$ cat config.mk
export PLATFORM = sky130hd
export DESIGN_NAME = touch_gesture_classifier
export DESIGN_NICKNAME = d
export VERILOG_FILES = /design/src/design/tgc_pkg.sv /design/src/design/touch_gesture_classifier.sv /design/src/design/tgc_datapath.sv /design/src/design/tgc_controller.sv
export SDC_FILE = /design/constraint.sdc
export NUM_CORES = 1
export LEC_CHECK = 0
export ABC_AREA = 1
export BUFFER_PORTS_ARGS = -buffer_cell sky130_fd_sc_hd__buf_2
export CAP_MARGIN = 15
export CORE_MARGIN = 1
export CORE_UTILIZATION = 45
export DETAILED_ROUTE_END_ITERATION = 16
export GPL_TIMING_DRIVEN = 0
export PLACE_DENSITY = 0.68
export SLEW_MARGIN = 5
export SYNTH_ARGS = -nofsm -noshare
export SYNTH_HDL_FRONTEND = slang
export SYNTH_HIERARCHICAL = 1
export SYNTH_SLANG_ARGS = --single-unit
$ cat constraint.sdc
create_clock -name clk -period 7.33 [get_ports clk]
set_input_delay 1.8325 -clock clk [delete_from_list [all_inputs] [get_ports clk]]
set_output_delay 1.8325 -clock clk [all_outputs]
set_load 0.03 [all_outputs]
$ cat src/design/tgc_pkg.sv
// shared types and constants for the touch gesture classifier
package tgc_pkg;

    localparam int unsigned CFG_W = 16;
    localparam int unsigned GEST_W = 2;

    localparam logic [GEST_W-1:0] GEST_TAP = 2'd0;
    localparam logic [GEST_W-1:0] GEST_DOUBLE = 2'd1;
    localparam logic [GEST_W-1:0] GEST_LONG = 2'd2;

    localparam logic REG_LONG_PRESS = 1'b0;
    localparam logic REG_DOUBLE_CLICK = 1'b1;

    localparam logic [CFG_W-1:0] LONG_PRESS_RESET = 16'd1000;
    localparam logic [CFG_W-1:0] DOUBLE_CLICK_RESET = 16'd300;

    typedef struct packed {
        logic load;
        logic step;
        logic flush;
    } tgc_cmd_t;

    typedef struct packed {
        logic ev_valid;
        logic pend_valid;
        logic out_free;
    } tgc_status_t;

endpackage

$ cat src/design/touch_gesture_classifier.sv
// top level: tap, double click and long press detector for touch electrodes
// a poll is loaded, each electrode is visited in turn, then a flush state runs before ready again
// one electrode is evaluated per cycle, unless stalled, by a single shared compare datapath
// extra cycles only while a word must move into an output word not yet taken
// the first result word passes through the pending event register, then the output word register
// reset clears all electrode flags and loads 1000 ms long press and 300 ms window
module touch_gesture_classifier #(
    parameter int unsigned NUM_ELECTRODES = 6,
    parameter int unsigned TIME_BITS = 32
) (
    input  logic                                clk,
    input  logic                                rst_n,
    input  logic                                cfg_we,
    input  logic                                cfg_index,
    input  logic [tgc_pkg::CFG_W-1:0]           cfg_data,
    input  logic                                in_valid,
    output logic                                in_ready,
    input  logic [NUM_ELECTRODES-1:0]           touch_mask,
    input  logic [TIME_BITS-1:0]                time_ms,
    output logic                                out_valid,
    input  logic                                out_ready,
    output logic [((NUM_ELECTRODES > 1) ? $clog2(NUM_ELECTRODES) : 1)-1:0] electrode,
    output logic [tgc_pkg::GEST_W-1:0]          gesture,
    output logic                                last_event
);

    localparam int unsigned IDX_BITS = (NUM_ELECTRODES > 1) ? $clog2(NUM_ELECTRODES) : 1;

    tgc_pkg::tgc_cmd_t    cmd;
    tgc_pkg::tgc_status_t status;
    logic [IDX_BITS-1:0]  idx;

    tgc_controller #(
        .NUM_ELECTRODES (NUM_ELECTRODES),
        .IDX_BITS       (IDX_BITS)
    ) u_ctrl (
        .clk      (clk),
        .rst_n    (rst_n),
        .in_valid (in_valid),
        .in_ready (in_ready),
        .status   (status),
        .cmd      (cmd),
        .idx      (idx)
    );

    tgc_datapath #(
        .NUM_ELECTRODES (NUM_ELECTRODES),
        .TIME_BITS      (TIME_BITS),
        .IDX_BITS       (IDX_BITS)
    ) u_dp (
        .clk        (clk),
        .rst_n      (rst_n),
        .cfg_we     (cfg_we),
        .cfg_index  (cfg_index),
        .cfg_data   (cfg_data),
        .touch_mask (touch_mask),
        .time_ms    (time_ms),
        .cmd        (cmd),
        .idx        (idx),
        .status     (status),
        .out_valid  (out_valid),
        .out_ready  (out_ready),
        .electrode  (electrode),
        .gesture    (gesture),
        .last_event (last_event)
    );

endmodule

$ cat src/design/tgc_datapath.sv
// per-electrode state, gesture evaluation, pending event and output word registers
module tgc_datapath #(
    parameter int unsigned NUM_ELECTRODES = 6,
    parameter int unsigned TIME_BITS = 32,
    parameter int unsigned IDX_BITS = 3
) (
    input  logic                        clk,
    input  logic                        rst_n,
    input  logic                        cfg_we,
    input  logic                        cfg_index,
    input  logic [tgc_pkg::CFG_W-1:0]   cfg_data,
    input  logic [NUM_ELECTRODES-1:0]   touch_mask,
    input  logic [TIME_BITS-1:0]        time_ms,
    input  tgc_pkg::tgc_cmd_t           cmd,
    input  logic [IDX_BITS-1:0]         idx,
    output tgc_pkg::tgc_status_t        status,
    output logic                        out_valid,
    input  logic                        out_ready,
    output logic [IDX_BITS-1:0]         electrode,
    output logic [tgc_pkg::GEST_W-1:0]  gesture,
    output logic                        last_event
);

    logic [tgc_pkg::CFG_W-1:0]  long_press_reg;
    logic [tgc_pkg::CFG_W-1:0]  double_click_reg;
    logic [NUM_ELECTRODES-1:0]  mask_reg;
    logic [TIME_BITS-1:0]       now_reg;
    logic [NUM_ELECTRODES-1:0]  held_reg;
    logic [NUM_ELECTRODES-1:0]  long_rep_reg;
    logic [NUM_ELECTRODES-1:0]  tap_wait_reg;
    logic [TIME_BITS-1:0]       press_time_reg [NUM_ELECTRODES];
    logic [TIME_BITS-1:0]       tap_time_reg [NUM_ELECTRODES];
    logic                       pend_valid_reg;
    logic [IDX_BITS-1:0]        pend_elec_reg;
    logic [tgc_pkg::GEST_W-1:0] pend_gest_reg;
    logic                       out_valid_reg;
    logic                       out_valid_next;
    logic [IDX_BITS-1:0]        out_elec_reg;
    logic [tgc_pkg::GEST_W-1:0] out_gest_reg;
    logic                       out_last_reg;

    logic                       touched;
    logic                       new_touch;
    logic                       release_now;
    logic                       lr1;
    logic [TIME_BITS-1:0]       start_time;
    logic [TIME_BITS-1:0]       el_press;
    logic [TIME_BITS-1:0]       el_tap;
    logic                       long_fire;
    logic                       lr2;
    logic                       tw1;
    logic                       dbl;
    logic                       start_tap;
    logic                       tw2;
    logic                       tap_fire;
    logic [tgc_pkg::GEST_W-1:0] ev_gest;
    logic                       ev_valid;
    logic                       out_free;
    logic                       push_mid;
    logic                       push;

    // one electrode per cycle while the walk is not stalled
    always_comb
    begin
        touched = mask_reg[idx];
        new_touch = touched & ~held_reg[idx];
        release_now = ~touched & held_reg[idx];
        lr1 = new_touch ? 1'b0 : long_rep_reg[idx];
        start_time = new_touch ? now_reg : press_time_reg[idx];
        el_press = now_reg - start_time;
        el_tap = now_reg - tap_time_reg[idx];
        long_fire = touched & ~lr1 & (el_press >= TIME_BITS'(long_press_reg));
        lr2 = lr1 | long_fire;
        tw1 = long_fire ? 1'b0 : tap_wait_reg[idx];
        dbl = release_now & ~lr2 & tw1 & (el_tap <= TIME_BITS'(double_click_reg));
        start_tap = release_now & ~lr2 & ~dbl;
        tw2 = dbl ? 1'b0 : (start_tap ? 1'b1 : tw1);
        tap_fire = tw2 & ~start_tap & (el_tap > TIME_BITS'(double_click_reg));
        ev_valid = long_fire | dbl | tap_fire;
        if (tap_fire)
        begin
            ev_gest = tgc_pkg::GEST_TAP;
        end
        else if (dbl)
        begin
            ev_gest = tgc_pkg::GEST_DOUBLE;
        end
        else
        begin
            ev_gest = tgc_pkg::GEST_LONG;
        end
    end

    assign out_free = ~out_valid_reg | out_ready;
    assign push_mid = cmd.step & ev_valid & pend_valid_reg;
    assign push = push_mid | cmd.flush;

    always_comb
    begin
        if (push)
        begin
            out_valid_next = 1'b1;
        end
        else if (out_ready)
        begin
            out_valid_next = 1'b0;
        end
        else
        begin
            out_valid_next = out_valid_reg;
        end
    end

    always_ff @(posedge clk or negedge rst_n)
    begin
        if (!rst_n)
        begin
            long_press_reg <= tgc_pkg::LONG_PRESS_RESET;
            double_click_reg <= tgc_pkg::DOUBLE_CLICK_RESET;
            held_reg <= '0;
            long_rep_reg <= '0;
            tap_wait_reg <= '0;
            pend_valid_reg <= 1'b0;
            out_valid_reg <= 1'b0;
        end
        else
        begin
            if (cfg_we)
            begin
                case (cfg_index)
                    tgc_pkg::REG_LONG_PRESS:   long_press_reg <= cfg_data;
                    tgc_pkg::REG_DOUBLE_CLICK: double_click_reg <= cfg_data;
                    default:                   long_press_reg <= long_press_reg;
                endcase
            end
            if (cmd.step)
            begin
                held_reg[idx] <= touched;
                long_rep_reg[idx] <= lr2;
                tap_wait_reg[idx] <= tw2 & ~tap_fire;
            end
            if (cmd.step && ev_valid)
            begin
                pend_valid_reg <= 1'b1;
            end
            else if (cmd.flush || cmd.load)
            begin
                pend_valid_reg <= 1'b0;
            end
            out_valid_reg <= out_valid_next;
        end
    end

    always_ff @(posedge clk)
    begin
        if (cmd.load)
        begin
            mask_reg <= touch_mask;
            now_reg <= time_ms;
        end
        if (cmd.step)
        begin
            press_time_reg[idx] <= start_time;
            if (start_tap)
            begin
                tap_time_reg[idx] <= now_reg;
            end
        end
        if (cmd.step && ev_valid)
        begin
            pend_elec_reg <= idx;
            pend_gest_reg <= ev_gest;
        end
        if (push)
        begin
            out_elec_reg <= pend_elec_reg;
            out_gest_reg <= pend_gest_reg;
            out_last_reg <= cmd.flush;
        end
    end

    assign status.ev_valid = ev_valid;
    assign status.pend_valid = pend_valid_reg;
    assign status.out_free = out_free;

    assign out_valid = out_valid_reg;
    assign electrode = out_elec_reg;
    assign gesture = out_gest_reg;
    assign last_event = out_last_reg;

`ifndef SYNTH
    a_no_overwrite: assert property (@(posedge clk) disable iff (!rst_n)
        push |-> out_free)
        else $error("output word overwritten before it was taken");

    a_flush_has_pend: assert property (@(posedge clk) disable iff (!rst_n)
        cmd.flush |-> pend_valid_reg)
        else $error("flush without a pending event");

    a_one_cmd: assert property (@(posedge clk) disable iff (!rst_n)
        $onehot0({cmd.load, cmd.step, cmd.flush}))
        else $error("more than one command at once");

    a_load_clean: assert property (@(posedge clk) disable iff (!rst_n)
        cmd.load |-> !pend_valid_reg)
        else $error("new poll loaded with an event still pending");
`endif

endmodule

$ cat src/design/tgc_controller.sv
// sequencer that walks the electrodes of one poll and flushes the final event
module tgc_controller #(
    parameter int unsigned NUM_ELECTRODES = 6,
    parameter int unsigned IDX_BITS = 3
) (
    input  logic                  clk,
    input  logic                  rst_n,
    input  logic                  in_valid,
    output logic                  in_ready,
    input  tgc_pkg::tgc_status_t  status,
    output tgc_pkg::tgc_cmd_t     cmd,
    output logic [IDX_BITS-1:0]   idx
);

    localparam logic [1:0] S_IDLE = 2'd0;
    localparam logic [1:0] S_VISIT = 2'd1;
    localparam logic [1:0] S_FLUSH = 2'd2;
    localparam logic [IDX_BITS-1:0] LAST_IDX = IDX_BITS'(NUM_ELECTRODES - 1);

    logic [1:0]          state_reg;
    logic [1:0]          state_next;
    logic [IDX_BITS-1:0] idx_reg;
    logic [IDX_BITS-1:0] idx_next;
    logic                stall;

    // a second event needs the output word free before the pending one moves out
    assign stall = status.ev_valid & status.pend_valid & ~status.out_free;

    always_comb
    begin
        state_next = state_reg;
        idx_next = idx_reg;
        cmd = '0;
        case (state_reg)
            S_IDLE:
            begin
                if (in_valid)
                begin
                    cmd.load = 1'b1;
                    idx_next = '0;
                    state_next = S_VISIT;
                end
            end
            S_VISIT:
            begin
                if (!stall)
                begin
                    cmd.step = 1'b1;
                    if (idx_reg == LAST_IDX)
                    begin
                        state_next = S_FLUSH;
                    end
                    else
                    begin
                        idx_next = idx_reg + 1'b1;
                    end
                end
            end
            S_FLUSH:
            begin
                if (!status.pend_valid)
                begin
                    state_next = S_IDLE;
                end
                else if (status.out_free)
                begin
                    cmd.flush = 1'b1;
                    state_next = S_IDLE;
                end
            end
            default:
            begin
                state_next = S_IDLE;
            end
        endcase
    end

    always_ff @(posedge clk or negedge rst_n)
    begin
        if (!rst_n)
        begin
            state_reg <= S_IDLE;
            idx_reg <= '0;
        end
        else
        begin
            state_reg <= state_next;
            idx_reg <= idx_next;
        end
    end

    assign in_ready = (state_reg == S_IDLE);
    assign idx = idx_reg;

endmodule

==> reports/results.ini <==
[layout]
area_growth_pct = 15.4
seq_area_um2 = 14400
fillers = 4728
multi_input_area_um2 = 8740
finalNonFillerCells = 3390
drive_gt1_share_pct = 12.4
num_antenna_cells = 0
fin_nets = 2813

[die]
ios = 68
die_area_um2 = 55400
core.rowCount = 85
die_w_um = 235
core_region_area_um2 = 53800
die_h_um = 235
start_util_pct = 45.5

[clocking]
cts_buffers = 50
htree_levels = 2
clk_pin_slew_ns = 0.06
clk-insertion-delay-late_ns = 0.62
cts_hold_buf = 0
cts-root-buf = clkbuf_16
cts_tree = done
clock_sink_count = 490
clock_path_buffers = 3

[global_routing]
overflow = 0
grt_max_degree = 35
grt_use_total_pct = 25.3
first_global_vias = 18200
grt_pass1_wl_um = 106000
antenna_found_initial = 3

[setup_path]
path_class = register to register
ff2ff_path_depth = 39
cp.arrival_ns = 7.33
critPathBufInv = 8
cpLargestDelayFamily = simple AND/OR/NAND/NOR gates
required_ns = 7.63
path_common_cell = nand2_1
cp_max_fo = 17
crit_cells = 39
critPathMaxStageDelay_ns = 0.46
crit_slowest_cell = dfrtp_1
endpoint_kind = register
start_kind = register

[min_path]
holdCritPathClass = register to register
min_path_cells = 0

[synth]
yosysSeqAreaShare_pct = 58.9
synth_fp_nets = 2656
synth_common_cells = nand2_1 (691), edfxtp_1 (433), inv_1 (318)
syn_avg_cell_area_um2 = 9.82
synth_edf_count = 433
yosysWarnings = 6
synth_most_common_cell = nand2_1
synth_cells = 2496
ys_ff_latch = 490
async_flop_share_pct = 11.6
syn_area_um2 = 24500
synth_cell_type_count = 53
synth_top_area_share_pct = 53.1
synth_top_area_cell = edfxtp_1
ys.flop_type = edfxtp_1
synthTopCellsByArea = edfxtp_1 (53%), nand2_1 (11%), ha_1 (5.0%)

[timing]
period_share_pct = 95.9
setup_viol = 0
finalHoldViolations = 0
slew-limit-headroom_pct = 46.9
worst_hold_slack_ns = 0.417
tightest_slew_ns = 0.788
finalMaxSlewViolations = 0
max_clock_freq_mhz = 142
period_minus_slack_ns = 7.03
finClkSkew_ns = 0.0353
fin_setup_tns_ns = 0

[detailed_routing]
via_per_inst = 5.56
postRouteAntennaNets = 0
wl_per_cell_um = 20.9
vias = 18800
firstDrtPassIters = 6
wl_um = 70700
initialDrtViolationCount = 2066
route.detailed.drc = 0

[run]
drv_cap = 0

[placement]
place_hpwl_um = 50200
dp.cells = 3273
portBuffers = 67
gp_congestion = 0.974

[outcome]
outcome = finished clean

[timing repair]
action,CTS,global route
resized for setup,39,72
gates cloned,1,0
setup buffers,15,9
endpoints found under the setup margin,419,413
pin swaps,12,8
[area by class of cell]
cell class | instances | share of cell area [%]
Tap cell | 696 | 3.08
Buffer | 64 | 1.36
Clock inverter | 27 | 1.07
Clock buffer | 66 | 4.78
Inverter | 331 | 4.46
Multi-Input combinational cell | 1611 | 30.9
Sequential cell | 490 | 51.1
Timing Repair Buffer | 105 | 3.28
[worst paths after layout]
path | start | to | slack (ns)
setup / recovery | u_ctrl/idx[2] | u_dp/tap_time_reg[1][12] | 0.30
hold / removal | u_dp/pend_elec_reg[0] | u_dp/electrode[0] | 0.42
setup reg to reg | u_ctrl/idx[2] | u_dp/tap_time_reg[1][12] | 0.30
hold reg to reg | u_dp/pend_elec_reg[0] | u_dp/electrode[0] | 0.42
max in group asynchronous | rst_n | u_dp/long_press_reg[6] | 5.41
min in group asynchronous | rst_n | u_dp/out_valid | 1.21
[layout by cell type, fill, tap and decap left out, types with 6 or more instances in the layout]
| master | count |
|---|---|
| a211oi_1 | 15 |
| a21oi_1 | 64 |
| a221oi_1 | 11 |
| a22o_1 | 12 |
| a22oi_1 | 37 |
| buf_12 | 15 |
| buf_16 | 6 |
| buf_2 | 71 |
| buf_4 | 22 |
| clkbuf_1 | 29 |
| clkbuf_16 | 51 |
| clkbuf_2 | 25 |
| clkinv_1 | 9 |
| clkinv_2 | 7 |
| dfrtp_1 | 46 |
| dfstp_2 | 10 |
| edfxtp_1 | 433 |
| ha_1 | 98 |
| inv_1 | 318 |
| inv_2 | 8 |
| nand2_1 | 691 |
| nand3_1 | 79 |
| nand3_2 | 8 |
| nand3b_1 | 8 |
| nand4_1 | 27 |
| nor2_1 | 194 |
| nor2_2 | 9 |
| nor2_4 | 22 |
| nor3_1 | 15 |
| o2111a_1 | 7 |
| o2111ai_1 | 30 |
| o211ai_1 | 13 |
| o21ai_0 | 159 |
| o21bai_1 | 7 |
| or2_2 | 28 |
| xor2_1 | 25 |
[cell families after synthesis]
kind of cell               Yosys count  synth area share [%]
AOI/OAI and AO/OA                  379                  9.66
xor gates and xnor gates            29                  1.04
adders and majority gates          100                  5.17
buffers and inverters              396                  6.30
DFF                                490                  58.9
and+or+nand+nor                   1102                  18.9
[routing by layer]
metal	track usage (%)	share of wire (%)	vias up
met1	32.5	40	9093
li1	-	-	8795
met5	0	0	-
met3	4.17	8.2	170
met2	43.1	48	782
met4	9.78	4.1	0
[through the flow]
step / util [%] / worst slack, ns / cell area (um^2)
after CTS: 52.2 / 0.0000773 / 28100
after floorplan: - / 0.138 / 24500
after detailed placement: 48.6 / -1.78 / 26100
after global placement: 47.8 / -3.87 / 25700
after global routing: 52.5 / -0.0267 / 28300
final: 52.5 / 0.298 / 28300
Power is not shown: default switching activity piles up to over one toggle a cycle in this logic, so the estimate is an artifact.
